`src/hw/rtl/ccr_pkg.sv`:
```
// shared constants and types of the comparison count ranker
// depends on nothing; used by every module of the block but ccr_ram
package ccr_pkg;

   localparam int MAX_LEN = 64;
   localparam int VALUE_W = 32;
   localparam int RANK_W  = 6;
   localparam int ADDR_W  = $clog2(MAX_LEN);
   localparam int CNT_W   = $clog2(MAX_LEN + 1);

   typedef enum logic [2:0] {
      ST_LOAD,
      ST_MINE,
      ST_SCAN,
      ST_WAIT,
      ST_PUT
   } ccr_state_type;

   typedef struct packed {
      logic load;
      logic mine_rd;
      logic scan;
      logic put;
   } ccr_cmd_type;

   typedef struct packed {
      logic scan_last;
      logic elem_last;
      logic out_free;
   } ccr_status_type;

endpackage

```
`src/hw/rtl/ccr_ram.sv`:
```
// generic single write port, single read port ram with registered read
// depends on nothing
module ccr_ram #(
   parameter int WIDTH = 32,
   parameter int DEPTH = 64
) (
   input  logic                     clock,
   input  logic                     wr_en,
   input  logic [$clog2(DEPTH)-1:0] wr_addr,
   input  logic [WIDTH-1:0]         wr_data,
   input  logic [$clog2(DEPTH)-1:0] rd_addr,
   output logic [WIDTH-1:0]         rd_data
);

   logic [WIDTH-1:0] mem_ff [DEPTH];
   logic [WIDTH-1:0] rd_data_ff;

   always_ff @(posedge clock) begin
      if (wr_en) begin
         mem_ff[wr_addr] <= wr_data;
      end
      rd_data_ff <= mem_ff[rd_addr];
   end

   assign rd_data = rd_data_ff;

endmodule

```
`src/hw/rtl/ccr_ctrl.sv`:
```
// sequencer of the comparison count ranker: load, then rank element by element
// depends on ccr_pkg
module ccr_ctrl
   import ccr_pkg::*;
(
   input  logic           clock,
   input  logic           reset,
   input  logic           req_valid,
   input  logic           req_last,
   output logic           req_stall,
   input  ccr_status_type status,
   output ccr_cmd_type    cmd
);

   ccr_state_type state_ff;
   ccr_state_type state_in;

   always_ff @(posedge clock) begin
      if (reset) begin
         state_ff <= ST_LOAD;
      end else begin
         state_ff <= state_in;
      end
   end

   always_comb begin
      state_in    = state_ff;
      cmd         = '0;
      req_stall   = 1'b1;
      case (state_ff)
         ST_LOAD: begin
            req_stall = 1'b0;
            cmd.load  = req_valid;
            if (req_valid && req_last) begin
               state_in = ST_MINE;
            end
         end
         ST_MINE: begin
            cmd.mine_rd = 1'b1;
            state_in    = ST_SCAN;
         end
         ST_SCAN: begin
            cmd.scan = 1'b1;
            if (status.scan_last) begin
               state_in = ST_WAIT;
            end
         end
         ST_WAIT: begin
            state_in = ST_PUT;
         end
         ST_PUT: begin
            if (status.out_free) begin
               cmd.put  = 1'b1;
               state_in = status.elem_last ? ST_LOAD : ST_MINE;
            end
         end
         default: begin
            state_in = ST_LOAD;
         end
      endcase
   end

endmodule

```
`src/hw/rtl/ccr_datapath.sv`:
```
// value store, indexes, shared comparator, greater counter and result register
// depends on ccr_pkg and ccr_ram
module ccr_datapath
   import ccr_pkg::*;
(
   input  logic               clock,
   input  logic               reset,
   input  ccr_cmd_type        cmd,
   output ccr_status_type     status,
   input  logic [VALUE_W-1:0] req_value,
   input  logic               req_last,
   output logic               rsp_valid,
   input  logic               rsp_stall,
   output logic [RANK_W-1:0]  rsp_rank,
   output logic               rsp_last_res,
   output logic               rsp_overflow
);

   logic [CNT_W-1:0]   count_ff;
   logic               ovf_ff;
   logic [CNT_W-1:0]   n_ff;
   logic               rank_ovf_ff;
   logic [ADDR_W-1:0]  i_ff;
   logic [ADDR_W-1:0]  j_ff;
   logic [VALUE_W-1:0] mine_ff;
   logic [RANK_W-1:0]  greater_ff;
   logic               rd_mine_ff;
   logic               rd_cmp_ff;
   logic               rsp_valid_ff;
   logic [RANK_W-1:0]  rsp_rank_ff;
   logic               rsp_last_res_ff;
   logic               rsp_overflow_ff;

   logic               has_room;
   logic               wr_en;
   logic [ADDR_W-1:0]  rd_addr;
   logic [VALUE_W-1:0] rd_data;

   assign has_room = count_ff < CNT_W'(MAX_LEN);
   assign wr_en    = cmd.load && has_room;
   assign rd_addr  = cmd.mine_rd ? i_ff : j_ff;

   ccr_ram #(
      .WIDTH (VALUE_W),
      .DEPTH (MAX_LEN)
   ) u_store (
      .clock   (clock),
      .wr_en   (wr_en),
      .wr_addr (count_ff[ADDR_W-1:0]),
      .wr_data (req_value),
      .rd_addr (rd_addr),
      .rd_data (rd_data)
   );

   // element count and dropped item flag
   always_ff @(posedge clock) begin
      if (reset) begin
         count_ff <= '0;
         ovf_ff   <= 1'b0;
      end else if (cmd.load) begin
         if (req_last) begin
            count_ff <= '0;
            ovf_ff   <= 1'b0;
         end else if (has_room) begin
            count_ff <= count_ff + CNT_W'(1);
         end else begin
            ovf_ff <= 1'b1;
         end
      end
   end

   // vector length and overflow captured at the final item
   always_ff @(posedge clock) begin
      if (cmd.load && req_last) begin
         n_ff        <= has_room ? count_ff + CNT_W'(1) : count_ff;
         rank_ovf_ff <= ovf_ff | ~has_room;
      end
   end

   always_ff @(posedge clock) begin
      if (cmd.load && req_last) begin
         i_ff <= '0;
      end else if (cmd.put) begin
         i_ff <= i_ff + ADDR_W'(1);
      end
      if (cmd.mine_rd) begin
         j_ff <= '0;
      end else if (cmd.scan) begin
         j_ff <= j_ff + ADDR_W'(1);
      end
   end

   // read kind tags line up with the registered read data
   always_ff @(posedge clock) begin
      if (reset) begin
         rd_mine_ff <= 1'b0;
         rd_cmp_ff  <= 1'b0;
      end else begin
         rd_mine_ff <= cmd.mine_rd;
         rd_cmp_ff  <= cmd.scan;
      end
   end

   always_ff @(posedge clock) begin
      if (rd_mine_ff) begin
         mine_ff <= rd_data;
      end
      if (cmd.mine_rd) begin
         greater_ff <= '0;
      end else if (rd_cmp_ff && ($signed(rd_data) > $signed(mine_ff))) begin
         greater_ff <= greater_ff + RANK_W'(1);
      end
   end

   // result register
   always_ff @(posedge clock) begin
      if (reset) begin
         rsp_valid_ff <= 1'b0;
      end else if (cmd.put) begin
         rsp_valid_ff <= 1'b1;
      end else if (!rsp_stall) begin
         rsp_valid_ff <= 1'b0;
      end
   end

   always_ff @(posedge clock) begin
      if (cmd.put) begin
         rsp_rank_ff     <= greater_ff;
         rsp_last_res_ff <= status.elem_last;
         rsp_overflow_ff <= rank_ovf_ff;
      end
   end

   assign status.scan_last = CNT_W'(j_ff) == n_ff - CNT_W'(1);
   assign status.elem_last = CNT_W'(i_ff) == n_ff - CNT_W'(1);
   assign status.out_free  = !rsp_valid_ff || !rsp_stall;

   assign rsp_valid    = rsp_valid_ff;
   assign rsp_rank     = rsp_rank_ff;
   assign rsp_last_res = rsp_last_res_ff;
   assign rsp_overflow = rsp_overflow_ff;

endmodule

```
`src/hw/rtl/comparison_count_ranker_top.sv`:
```
// items are taken one per cycle while loading; after the final item each rank is
// formed in steps (one store read for the element, n reads through the single ram
// read port and one shared comparator, then drain and output load, which waits
// while a stalled result is held); one vector is ranked at a time
// reset: synchronous, clears the sequencer, element count, overflow flag and output valid
// top level of the comparison count ranker; depends on ccr_pkg, ccr_ctrl, ccr_datapath
module comparison_count_ranker_top
   import ccr_pkg::*;
(
   input  logic               clock,
   input  logic               reset,
   input  logic               req_valid,
   output logic               req_stall,
   input  logic [VALUE_W-1:0] req_value,
   input  logic               req_last,
   output logic               rsp_valid,
   input  logic               rsp_stall,
   output logic [RANK_W-1:0]  rsp_rank,
   output logic               rsp_last_res,
   output logic               rsp_overflow
);

   ccr_cmd_type    cmd;
   ccr_status_type status;

   ccr_ctrl u_ctrl (
      .clock     (clock),
      .reset     (reset),
      .req_valid (req_valid),
      .req_last  (req_last),
      .req_stall (req_stall),
      .status    (status),
      .cmd       (cmd)
   );

   ccr_datapath u_datapath (
      .clock        (clock),
      .reset        (reset),
      .cmd          (cmd),
      .status       (status),
      .req_value    (req_value),
      .req_last     (req_last),
      .rsp_valid    (rsp_valid),
      .rsp_stall    (rsp_stall),
      .rsp_rank     (rsp_rank),
      .rsp_last_res (rsp_last_res),
      .rsp_overflow (rsp_overflow)
   );

endmodule

```
`config.mk`:
```
export PLATFORM = sky130hd
export DESIGN_NAME = comparison_count_ranker_top
export DESIGN_NICKNAME = d
export VERILOG_FILES = /design/src/hw/rtl/ccr_pkg.sv /design/src/hw/rtl/ccr_ram.sv /design/src/hw/rtl/ccr_ctrl.sv /design/src/hw/rtl/ccr_datapath.sv /design/src/hw/rtl/comparison_count_ranker_top.sv
export SDC_FILE = /design/constraint.sdc
export NUM_CORES = 2
export LEC_CHECK = 0
export BUFFER_PORTS_ARGS = -buffer_cell sky130_fd_sc_hd__clkbuf_2
export CORE_MARGIN = 3
export CORE_UTILIZATION = 55
export CTS_CLUSTER_DIAMETER = 60
export DETAILED_ROUTE_END_ITERATION = 6
export PLACE_DENSITY_LB_ADDON = 0.1
export SLEW_MARGIN = 10
export SYNTH_ARGS = -nofsm -noshare
export SYNTH_HDL_FRONTEND = slang
export SYNTH_HIERARCHICAL = 1
export SYNTH_SLANG_ARGS = --single-unit
```
`constraint.sdc`:
```
create_clock -name clock -period 5.7 [get_ports clock]
set_input_delay 1.14 -clock clock [delete_from_list [all_inputs] [get_ports clock]]
set_output_delay 1.14 -clock clock [all_outputs]
set_load 0.02 [all_outputs]
```
## Yosys cells after proc, flatten, opt, wreduce, memory -nomap -nowiden

Memory sizes are Yosys's and may differ from the RTL's. A register that Yosys moved wholly into a read port is not among the register bits.
Index checks and enable logic that the tools add are counted.

| word-level totals | value |
|---|---|
| memory bits (writable) | 2048 |
| memories kept | 1 |
| register bits | 80 |
| output and inout port bits | 10 |

| cells by class | value |
|---|---|
| order comparisons | 2 |
| multiplexer cells | 20 |
| equality and inequality tests | 11 |
| bitwise operators | 2 |
| reductions and logical operators | 10 |
| add/subtract/negate cells | 5 |

Memory list:

| name | words | width | read ports | clocked after Yosys merged registers in | wr ports | line | source |
|---|---|---|---|---|---|---|---|
| u_datapath.u_store.mem_ff | 64 | 32 | 1 | 1 | 1 | ccr_ram.sv:15 | `logic [WIDTH-1:0] mem_ff [DEPTH];` |

Operators with widths:

| operator | count |
|---|---|
| $gt 32x32->1 | 1 |
| $add 6x1->6 const B | 3 |
| $pmux 3 s5 | 1 |
| $eq 6x7->1 | 2 |
| $mux 7 | 2 |
| $mux 1 | 13 |
| $mux 3 | 3 |
| $add 7x1->7 const B | 1 |
| $lt 7x7->1 const B | 1 |
| $sub 7x1->7 const B | 1 |
| $eq 3x2->1 const B | 2 |
| $mux 6 | 1 |
| $ne 2x2->1 const B | 3 |
| $logic_and 1x1->1 | 4 |
| $ne 2x1->1 const B | 2 |
| $eq 3x1->1 const B | 1 |
| $eq 3x3->1 const B | 1 |
| $logic_not 3->1 | 1 |
| $reduce_and 3->1 | 1 |
| $logic_not 1->1 | 2 |
| $reduce_and 2->1 | 1 |
| $logic_or 1x1->1 | 1 |
| $not 1->1 | 1 |
| $or 1x1->1 | 1 |

## Longest topological paths before layout

| logic depth | value |
|---|---|
| depth after elaboration | 5 |
| gate-level depth with buffers | 14 |
| gate-level depth less buffers | 11 |

## By module

Netlist, hierarchy kept.

By module, submodules not included:

| module | area an instance (um^2) | instances | cells an instance |
|---|---|---|---|
| ccr_ram | 78515.3 | 1 | 3324 |
| ccr_datapath | 3872.5 | 1 | 348 |
| ccr_ctrl | 192.7 | 1 | 23 |

## Worst setup path before layout

Ideal clock, no wire load.

| timing | value |
|---|---|
| kind | in2reg |
| start point | input req_valid |
| end point | memory u_datapath.u_store.mem_ff[48][0], enable pin |
| slack | 0.836 ns |
| data required time | 5.239 ns |
| library setup time | 0.461 ns |
| data arrival time | 4.403 ns |
| stages on the path | 7 |
| path buffers | 1 |
| cell sequence | inv_1 nor2_2 clkbuf_1 nor2b_1 nor2b_1 nand4b_1 nor3_1 |

RTL lines:

| element | line | source |
|---|---|---|
| start, declared | comparison_count_ranker_top.sv:12 | `input logic req_valid,` |
| end, declared | ccr_ram.sv:15 |  |

==> results.py <==
metrics = {
    "outcome": {
        "status": "complete, no violations",
    },
    "clock_network": {
        "clk_root_buffer_cell": "clkbuf_16",
        "clkSlewWorstSetupHoldPaths_ns": 0.06,
        "cts_resized": 0,
        "cts_hold_buf": 0,
        "cts_sinks": 2160,
        "postCtsSetupRepairBufs": 0,
        "cts_buffer_depth": 3,
        "cts_buffers": 211,
        "clock_latency_ns": 0.83,
        "cts_max_level": 4,
        "cts_tree": "yes",
    },
    "floorplanning": {
        "io_pins": 47,
        "initial_core_util": 0.557,
        "fp-row-count": 141,
        "dieArea_um2": 155000,
        "die_w_um": 393,
        "coreArea_um2": 148000,
        "die_h_um": 393,
    },
    "drt": {
        "drt-initial-drc-count": 4961,
        "vias": 39535,
        "viasPerCell": 6.47,
        "drc": 0,
        "drt_pass1_iterations": 5,
        "wl_per_cell_um": 34.2,
        "drtAntennaViolNets": 0,
        "routed_wl_um": 209000,
    },
    "sta": {
        "slew_headroom": 0.195,
        "tightest_slew_ns": 1.21,
        "drv_slew": 0,
        "final_hold_viol_count": 0,
        "fin_tns_setup_ns": 0,
        "finClkSkew_ns": 0.0269,
        "period_minus_slack_ns": 4.39,
        "timing.fmax_ghz": 0.228,
        "fin_crit_sh": 0.771,
        "finalSetupViolCount": 0,
        "rsz0062_at_grt": "no",
        "fin_ws_ns": 1.31,
    },
    "final_layout": {
        "area_delta_synth_final_pct": 12.7,
        "fin_nets": 4008,
        "post-route-util": 0.627,
        "stdcell_area_um2": 93100,
        "drive_gt1_frac": 0.274,
    },
    "placed_design": {
        "io_buffers": 46,
        "place_congestion": 0.908,
        "pre_cts_slack_ns": 1.25,
        "hpwlAfterDp_um": 125000,
        "place_area_um2": 86500,
    },
    "setup_path": {
        "critPathSlowestCell": "o22ai_1",
        "worstPathRequired_ns": 6.38,
        "r2r_setup_slack_ns": 1.31,
        "rr_endpoint": "u_datapath/u_store/rd_data[22]",
        "crit_type": "reg2reg",
        "critPathMaxStageDelay_ns": 0.74,
        "worst_setup_path_start_kind": "flop",
        "setup.worst_path.end_class": "flop",
        "crit_start": "u_ctrl/state_ff[0]",
        "ff2ff_path_depth": 8,
        "critical_path_peak_fanout": 39,
        "cp-endpoint": "u_datapath/u_store/rd_data[22]",
        "reg2reg_from": "u_ctrl/state_ff[0]",
        "cp.arrival_ns": 5.08,
        "path_cells": "nor3b_2 > mux2_8 > buf_12 > buf_12 > mux4_2 > mux4_2 > o22ai_1 > nor2_1",
    },
    "power_and_ir_drop": {
        "fin_total_pwr_mw": 39.1,
        "power_leakage_nw": 28.6,
        "vdd_drop_max_mv": 0.311,
        "p_per_area_nw_per_um2": 420,
    },
    "grt": {
        "grt_pass1_wl_um": 299000,
        "grt_pass1_vias": 40032,
        "grt_usage": 0.273,
        "grt_antenna_before_repair": 20,
        "gr-total-overflow": 0,
        "grt_max_degree": 68,
    },
    "synth": {
        "ys.flop_type": "edfxtp_1",
        "synth-async-reset-ratio": 0,
        "synth_cells": 3695,
        "syn_area_um2": 82600,
        "ys_types": 61,
        "yosys_warnings": 6,
        "synth-seq-cells": 2160,
        "syn_area_per_cell_um2": 22.3,
        "ys_seq_area_frac": 0.778,
        "synth_nets": 3769,
        "synth_edf_count": 2096,
    },
    "min_path": {
        "hp-class": "reg2reg",
    },
    "flow_run": {
        "maxCapViolCount": 0,
    },
}
## cell usage in the layout, fill, tap and decap left out, types with 26 or more instances in the layout
cell and n:
a21oi_1 88, buf_4 164, clkbuf_1 59, clkbuf_16 215
clkinv_1 48, dfxtp_1 64, edfxtp_1 2096, ha_1 37
inv_1 40, mux2i_1 98, mux4_2 544, nand2_1 43
nor2_1 104, nor2_4 62, nor2b_1 26, o221ai_1 27
o22ai_1 85
## cell type report
class	instances	area, µm²
multi-input combinational	1305	17800
fill	9872	55300
clock inverter	106	946
timing repair buffer	216	1780
sequential	2160	64200
antenna	4	10.0
inverter	40	150
tap	2002	2500
clock buffer	280	5680
## flip-flops by register name, indices dropped and copies added (netlist names), 3 cells and up
signal and count:
u_ctrl/state_ff 3, u_datapath/count_ff 7, u_datapath/greater_ff 6, u_datapath/i_ff 6, u_datapath/j_ff 6, u_datapath/mine_ff 32, u_datapath/n_ff 7, u_datapath/rsp_rank 6
u_datapath/u_store/mem_ff 2048, u_datapath/u_store/rd_data 32
## cell usage after synthesis, types with 12 or more instances
cell type,number,area share
a21oi_1,88,0.0053
a22oi_1,14,0.0013
buf_1,21,0.00095
buf_2,57,0.0035
buf_4,25,0.0023
clkbuf_1,79,0.0036
dfxtp_1,64,0.016
edfxtp_1,2096,0.76
ha_1,37,0.0056
inv_1,40,0.0018
mux2i_1,98,0.012
mux4_2,544,0.15
nand2_1,43,0.0020
nand3_1,12,0.00073
nand4_1,15,0.0011
nor2_1,166,0.0075
nor2b_1,26,0.0020
o21ai_0,15,0.00091
o221ai_1,27,0.0029
o22ai_1,85,0.0064
xor2_1,18,0.0019
## metal layers
layer,up-vias,wire [µm],GRT usage,part of all wire
met5,-,28,0,0.00013
met4,6,6760,0.0854,0.032
met3,322,17900,0.0482,0.086
met2,1974,105000,0.449,0.50
met1,21163,79100,0.379,0.38
li1,16070,-,-,-
## through the flow
stage | cells | hold WS [ns]
after floorplan | 3695 | 0.400
after global placement | 5722 | 0.420
after detailed placement | 5723 | 0.422
after CTS | 6109 | 0.436
after global routing | 6109 | 0.454
final | 6113 | 0.433
## power by group
part	total (mW)	switching [mW]	internal, mW
Sequential	17.8	0.129	17.6
Clock	13.3	5.73	7.62
Combinational	7.98	4.36	3.62
Total	39.1	10.2	28.9
## critical path, delay by kind of cell (launching register included)
| kind | cells | cell delay [ns] |
|---|---|---|
| AND/OR/NAND/NOR | 2 | 0.60 |
| flip-flops | 1 | 0.43 |
| buffers and inverters | 2 | 0.56 |
| AO/OA/AOI/OAI | 1 | 0.74 |
| multiplexers | 3 | 1.84 |
## worst min path at each step
| stage | from | to | slack (ns) | cells past startpoint |
|---|---|---|---|---|
| global placement | u_datapath/u_store/rd_data[0] | u_datapath/mine_ff[0] | 0.42 | 0 |
| CTS | u_datapath/u_store/rd_data[3] | u_datapath/mine_ff[3] | 0.44 | 0 |
| detailed placement | u_datapath/u_store/rd_data[28] | u_datapath/mine_ff[28] | 0.42 | 0 |
| floorplan | u_datapath/rank_ovf_ff | u_datapath/rsp_overflow | 0.40 | 0 |
| global route | u_datapath/u_store/rd_data[30] | u_datapath/mine_ff[30] | 0.45 | 0 |
| finish | u_datapath/u_store/rd_data[3] | u_datapath/mine_ff[3] | 0.43 | 0 |
## cell families (layout without fill, tap and decap cells)
family,after synthesis,after routing,synth area share
simple gates,330,330,0.0192
compound gates,261,261,0.0202
xor+xnor,28,28,0.00297
fa+ha+maj,37,37,0.00561
mux,649,649,0.161
other cells,0,4,0
buf+inv,230,642,0.0132
flops,2160,2160,0.778
Note: power is estimated with default switching activity, not from simulation.
